## config.mk

```make
export PLATFORM = sky130hd
export DESIGN_NAME = rktl_ctrl
export DESIGN_NICKNAME = d
export VERILOG_FILES = /design/src/design/rktl_pkg.sv /design/src/design/rktl_ctrl.sv
export VERILOG_INCLUDE_DIRS = /design/src /design/src/design
export SDC_FILE = /design/constraint.sdc
export NUM_CORES = 1
export LEC_CHECK = 0
export BUFFER_PORTS_ARGS = -buffer_cell sky130_fd_sc_hd__buf_2
export CAP_MARGIN = 40
export CORE_AREA = 3 3 40 42
export CTS_CLUSTER_SIZE = 28
export DETAILED_ROUTE_END_ITERATION = 12
export DIE_AREA = 0 0 43 45
export GPL_TIMING_DRIVEN = 0
export PLACE_DENSITY = 0.55
export SYNTH_ARGS = -nofsm -noshare
export SYNTH_HDL_FRONTEND = slang
export SYNTH_SLANG_ARGS = --single-unit
```

## constraint.sdc

```tcl
create_clock -name clock -period 1.45 [get_ports clock]
set_clock_uncertainty 0.15 [all_clocks]
set_input_delay 0.435 -clock clock [delete_from_list [all_inputs] [get_ports clock]]
set_output_delay 0.435 -clock clock [all_outputs]
set_load 0.01 [all_outputs]
```

## src/design/ranked_key_table_lookup_assert.svh

```systemverilog
// Assertion macros shared by the ranked key table lookup RTL.
// Included by the controller and the datapath; no other dependencies.
`ifndef RANKED_KEY_TABLE_LOOKUP_ASSERT_SVH
`define RANKED_KEY_TABLE_LOOKUP_ASSERT_SVH

// Same-cycle implication.
`define RKTL_ASSERT_NOW(lbl, clk, rst, ante, cons) \
   lbl: assert property (@(posedge clk) disable iff (rst) (ante) |-> (cons)) \
      else $error("rktl: same-cycle check failed");

// Next-cycle implication.
`define RKTL_ASSERT_NEXT(lbl, clk, rst, ante, cons) \
   lbl: assert property (@(posedge clk) disable iff (rst) (ante) |=> (cons)) \
      else $error("rktl: next-cycle check failed");

`endif

```

## src/design/rktl_pkg.sv

```systemverilog
// Shared types and constants for the ranked key table lookup.
// No dependencies; imported by every module of the block.
`timescale 1ns / 1ps

package rktl_pkg;

   localparam int MAX_ROWS_DEF = 1024;

   localparam int CSR_IDX_W  = 1;
   localparam int CSR_DATA_W = 11;
   localparam logic [CSR_IDX_W-1:0] CSR_ROW_COUNT   = 1'd0;
   localparam logic [CSR_IDX_W-1:0] CSR_ANY_VERSION = 1'd1;

   localparam logic [10:0] ROW_COUNT_RST   = 11'd0;
   localparam logic [7:0]  ANY_VERSION_RST = 8'hFF;
   localparam logic [7:0]  WILD_CHAR       = 8'h3F;   // '?'

   localparam logic [2:0] RANK_NONE      = 3'd0;
   localparam logic [2:0] RANK_WILD_ANY  = 3'd1;
   localparam logic [2:0] RANK_EXACT_ANY = 3'd2;
   localparam logic [2:0] RANK_WILD_VER  = 3'd3;
   localparam logic [2:0] RANK_EXACT_VER = 3'd4;
   localparam logic [2:0] RANK_KEY       = 3'd5;

   typedef struct packed {
      logic        mode;
      logic [9:0]  row_index;
      logic [63:0] key_sum;
      logic [31:0] title_code;
      logic [7:0]  version;
      logic        has_title_code;
      logic [15:0] entry_count;
      logic [31:0] cheats_offset;
      logic [31:0] data_size;
   } req_type;

   typedef struct packed {
      logic        found;
      logic [9:0]  hit_index;
      logic [2:0]  match_rank;
      logic [15:0] hit_count;
      logic [31:0] hit_offset;
      logic [31:0] hit_size;
   } rsp_type;

   typedef struct packed {
      logic [63:0] key;
      logic [31:0] code;
      logic [7:0]  version;
      logic [15:0] count;
      logic [31:0] offset;
      logic [31:0] size;
   } row_type;

   // controller -> datapath
   typedef struct packed {
      logic capture;
      logic load_wr;
      logic start;
      logic srch_issue;
      logic srch_cmp;
      logic scan_step;
      logic load_out;
   } cmd_type;

   // datapath -> controller
   typedef struct packed {
      logic n_zero;
      logic key_zero;
      logic has_code;
      logic srch_open;
      logic srch_eq;
      logic scan_done;
   } sts_type;

endpackage

```

## src/design/rktl_ctrl.sv

```systemverilog
// Controller FSM: sequences load, binary search, code scan and result hand-off.
// Depends on rktl_pkg; drives the datapath through cmd_type / sts_type.
`timescale 1ns / 1ps
`include "ranked_key_table_lookup_assert.svh"

module rktl_ctrl import rktl_pkg::*; (
   input  logic    clock,
   input  logic    reset,
   input  logic    req_valid,
   input  logic    req_mode,
   output logic    req_ready,
   output logic    rsp_valid,
   input  logic    rsp_ready,
   input  sts_type sts,
   output cmd_type cmd
);

   localparam logic [2:0] ST_IDLE     = 3'd0;
   localparam logic [2:0] ST_START    = 3'd1;
   localparam logic [2:0] ST_SRCH     = 3'd2;
   localparam logic [2:0] ST_SRCH_CMP = 3'd3;
   localparam logic [2:0] ST_SCAN     = 3'd4;
   localparam logic [2:0] ST_FINISH   = 3'd5;

   logic [2:0] state_ff;
   logic [2:0] state_in;
   logic       rsp_valid_ff;
   logic       rsp_valid_in;
   logic       req_acc;
   logic       out_free;

   assign req_ready = (state_ff == ST_IDLE);
   assign req_acc   = req_valid && req_ready;
   assign out_free  = !rsp_valid_ff || rsp_ready;

   always_comb begin
      cmd      = '0;
      state_in = state_ff;
      unique case (state_ff)
         ST_IDLE: begin
            cmd.capture = req_acc && req_mode;
            cmd.load_wr = req_acc && !req_mode;
            if (req_acc && req_mode) begin
               state_in = ST_START;
            end
         end
         ST_START: begin
            cmd.start = 1'b1;
            if (sts.n_zero) begin
               state_in = ST_FINISH;
            end else if (!sts.key_zero) begin
               state_in = ST_SRCH;
            end else if (sts.has_code) begin
               state_in = ST_SCAN;
            end else begin
               state_in = ST_FINISH;
            end
         end
         ST_SRCH: begin
            if (sts.srch_open) begin
               cmd.srch_issue = 1'b1;
               state_in       = ST_SRCH_CMP;
            end else if (sts.has_code) begin
               state_in = ST_SCAN;
            end else begin
               state_in = ST_FINISH;
            end
         end
         ST_SRCH_CMP: begin
            cmd.srch_cmp = 1'b1;
            state_in     = sts.srch_eq ? ST_FINISH : ST_SRCH;
         end
         ST_SCAN: begin
            cmd.scan_step = 1'b1;
            if (sts.scan_done) begin
               state_in = ST_FINISH;
            end
         end
         ST_FINISH: begin
            if (out_free) begin
               cmd.load_out = 1'b1;
               state_in     = ST_IDLE;
            end
         end
         default: begin
            state_in = ST_IDLE;
         end
      endcase
   end

   always_comb begin
      rsp_valid_in = rsp_valid_ff;
      if (cmd.load_out) begin
         rsp_valid_in = 1'b1;
      end else if (rsp_ready) begin
         rsp_valid_in = 1'b0;
      end
   end

   always_ff @(posedge clock) begin
      if (reset) begin
         state_ff     <= ST_IDLE;
         rsp_valid_ff <= 1'b0;
      end else begin
         state_ff     <= state_in;
         rsp_valid_ff <= rsp_valid_in;
      end
   end

   assign rsp_valid = rsp_valid_ff;

   `RKTL_ASSERT_NEXT(a_query_starts, clock, reset, req_acc && req_mode, state_ff == ST_START)
   `RKTL_ASSERT_NEXT(a_load_stays_idle, clock, reset, req_acc && !req_mode,
                     state_ff == ST_IDLE)
   `RKTL_ASSERT_NOW(a_cmp_after_issue, clock, reset, state_ff == ST_SRCH_CMP,
                    $past(state_ff) == ST_SRCH)

endmodule

```

==> metrics.md <==
| Metric | Value |
|---|---|
| Slew margin rel. | `82.6%` |
| Fin util | `49.1%` |
| Cell mode on critical path | `buf_6` |
| Met1 usage | `12.8%` |
| Worst endpoint required time | `0.87 ns` |
| Total CTS buffers | `3` |
| Synthesized Nets | `55` |
| Die Ht | `45 um` |
| GRT met3 Usage | `3.19%` |
| Syn Inst Count | `44` |
| Period utilisation layout | `119%` |
| CTS tree | `built` |
| Initial DRT Pass Iterations | `3` |
| Measured slew at the worst slew-check pin | `0.259 ns` |
| I/O pins | `20` |
| Initial DRC Count | `7` |
| R2R depth | `7` |
| Via count | `421` |
| Avg Cell Area, Syn | `7.54 um^2` |
| Worst-path cell chain | `buf_6 -> nor2b_4 -> nand2_1 -> nor2_1 -> buf_4 -> buf_6` |
| Clock Tree Root | `clkbuf_4` |
| Crit path largest cell delay | `0.31 ns` |
| DRT antenna net count | `0` |
| Cell Area, Synth | `332 um^2` |
| Dpl hpwl | `654 um` |
| Final nets | `88` |
| Routing usage on met2 | `18.9%` |
| Lkg Pwr | `0.285 nW` |
| WP data arrival | `1.14 ns` |
| Clock Tree Buf Depth | `2` |
| Setup TNS | `-1.79 ns` |
| Share of layout cells above drive strength 1 | `64.0%` |
| Worst-Skew Late Latency | `0.23 ns` |
| Area Overhead vs Synth | `90.2%` |
| Most Crowded Layer GR | `met2` |
| Endpoints failing setup | `10` |
| Slowest CP cell | `dfxtp_2` |
| Worst min path class | `in2reg` |
| RSZ-0062 raised after global routing | `true` |
| GR Util All Layers | `11.6%` |
| Peak supply drop | `0.000313 V` |
| Routed WL | `1.03 mm` |
| Unique masters post-synth | `22` |
| Wire per inst | `11.4 um` |
| Hold path depth | `2` |
| Setup ws final | `-0.275 ns` |
| N_diodes | `0` |
| CP Class | `reg2out` |
| WP buf/inv | `3` |
| Fin crit period | `1.73 ns` |
| Drt drc | `0` |
| Initial antenna violation count | `0` |
| Core Rows | `13` |
| Post-synthesis sequential area ratio | `24.2%` |
| Power per cell area | `685 nW/um^2` |
| Global-route wire length before repair | `1.65 mm` |
| CTS H-Tree Depth | `1` |
| Die W | `43 um` |
| Failing checks | `setup timing` |
| Total die area | `1940 um^2` |
| Vias in the first global route | `391` |
| Clock transition at path regs | `0.04 ns` |
| Fin. max-slew vios | `0` |
| Final hold vios | `0` |
| Initial core utilization | `25.8%` |
| Port-buffer cells | `19` |
| Pre-CTS setup slack | `-0.173 ns` |
| Via/cell ratio | `4.68` |
| Status | `finished with violations` |
| Fmax | `0.580 GHz` |
| Synthesized flop and latch total | `4` |
| Clock sink count | `4` |
| Largest net degree at the start of global routing | `9` |
| Setup crit start kind | `flip-flop` |
| Critical path depth | `6` |
| Family with the most delay on the worst path | `buffers and inverters` |
| Placer Congestion | `0.696` |
| Core Region | `1280 um^2` |
| Synth warn | `0` |
| Number of max-cap violations | `0` |
| CP max FO | `6` |
| Gr ovfl total | `0` |
| CTS hold repair buffers | `0` |
| Critical Path Sink Type | `primary output` |
registers in the layout, indices dropped and copies added (netlist names):
register,cells
rsp_valid,1
state_ff,3
path summary, 6_finish.rpt:
kind	from	slack, ns	end
max reg2reg	state_ff[1]	-0.10	state_ff[0]
max	state_ff[1]	-0.28	cmd[0]
min	reset	0.26	state_ff[2]
min reg2reg	rsp_valid	0.36	rsp_valid
worst reg2reg max path: cells and delay by family (launching register included):
| kind | cells | cell delay (ns) |
|---|---|---|
| flip-flops | 1 | 0.31 |
| buffers and inverters | 4 | 0.48 |
| AO/OA/AOI/OAI | 3 | 0.53 |
power by group:
| part | switching, mW | leakage (nW) | internal (mW) |
|---|---|---|---|
| registers | 0.0138 | 0.0344 | 0.118 |
| logic | 0.0752 | 0.237 | 0.0908 |
| clock network | 0.0420 | 0.0138 | 0.0924 |
final cells by class:
class | count | area, um^2
Buffer | 2 | 18.8
Multi-Input combinational cell | 36 | 283
Sequential cell | 4 | 88.8
Inverter | 1 | 3.75
Timing Repair Buffer | 29 | 195
Fill cell | 117 | 654
Tap cell | 15 | 18.8
Clock buffer | 3 | 22.5
what timing repair did:
item                                    CTS  global route
gates resized for setup                  11             9
gates cloned                              1             0
buffers inserted                          5             4
pin swaps                                 6             8
endpoints found under the setup margin    8            10
endpoints found under the hold margin     0             0
cell families after synthesis:
| logic type | Yosys count | synth area share [%] |
|---|---|---|
| buffers and inverters | 4 | 7.17 |
| DFF | 4 | 24.2 |
| and+or+nand+nor | 25 | 44.5 |
| muxes | 1 | 3.02 |
| AOI/OAI and AO/OA | 10 | 21.1 |
cells in the mapped netlist:
library cell | instances | area share, %
mux2i_1 | 1 | 3.0
nand2b_1 | 3 | 5.7
inv_1 | 1 | 1.1
buf_2 | 1 | 1.5
and3_1 | 1 | 1.9
nor4_1 | 1 | 1.9
buf_4 | 2 | 4.5
nand3_1 | 1 | 1.5
a21oi_1 | 3 | 4.5
dfxtp_1 | 4 | 24
nor3b_4 | 1 | 5.7
a221oi_1 | 1 | 2.6
nor4b_2 | 1 | 4.5
o21ai_1 | 1 | 1.5
a211oi_1 | 2 | 4.5
o21ba_1 | 1 | 3.0
nand2_1 | 3 | 3.4
o31ai_1 | 1 | 2.3
nor2_1 | 7 | 7.9
nor2b_1 | 4 | 7.5
o2bb2ai_1 | 1 | 2.6
nor3_1 | 3 | 4.5
per-layer routing:
metal | wire length (um) | share of wire, %
met1 | 428 | 42
met5 | 0 | 0
met3 | 62 | 6.0
met2 | 521 | 51
met4 | 19 | 1.8
layout by cell type (no fill, tap or decap), drive strengths merged:
cell type  synthesis  final
nand2              3      3
inv                1      1
and3               1      1
nor4               1      1
nand2b             3      3
o2bb2ai            1      1
o21ba              1      1
nor3               3      3
nor4b              1      1
buf                3     31
mux2i              1      1
a221oi             1      1
clkbuf             0      3
o21ai              1      1
o31ai              1      1
nor2               7      7
nand3              1      1
dfxtp              4      4
a21oi              3      3
nor2b              4      4
nor3b              1      1
a211oi             2      2
per-stage QoR:
stage	instances	hold slack (ns)	area [um^2]	total power, mW
CTS	87	0.250	578	0.428
global placement	78	0.356	469	0.252
global route	90	0.261	631	0.463
finish	90	0.265	631	0.432
detailed placement	78	0.363	469	0.252
floorplan	44	0.347	355	0.208
Power figures use the tool's default switching activity.
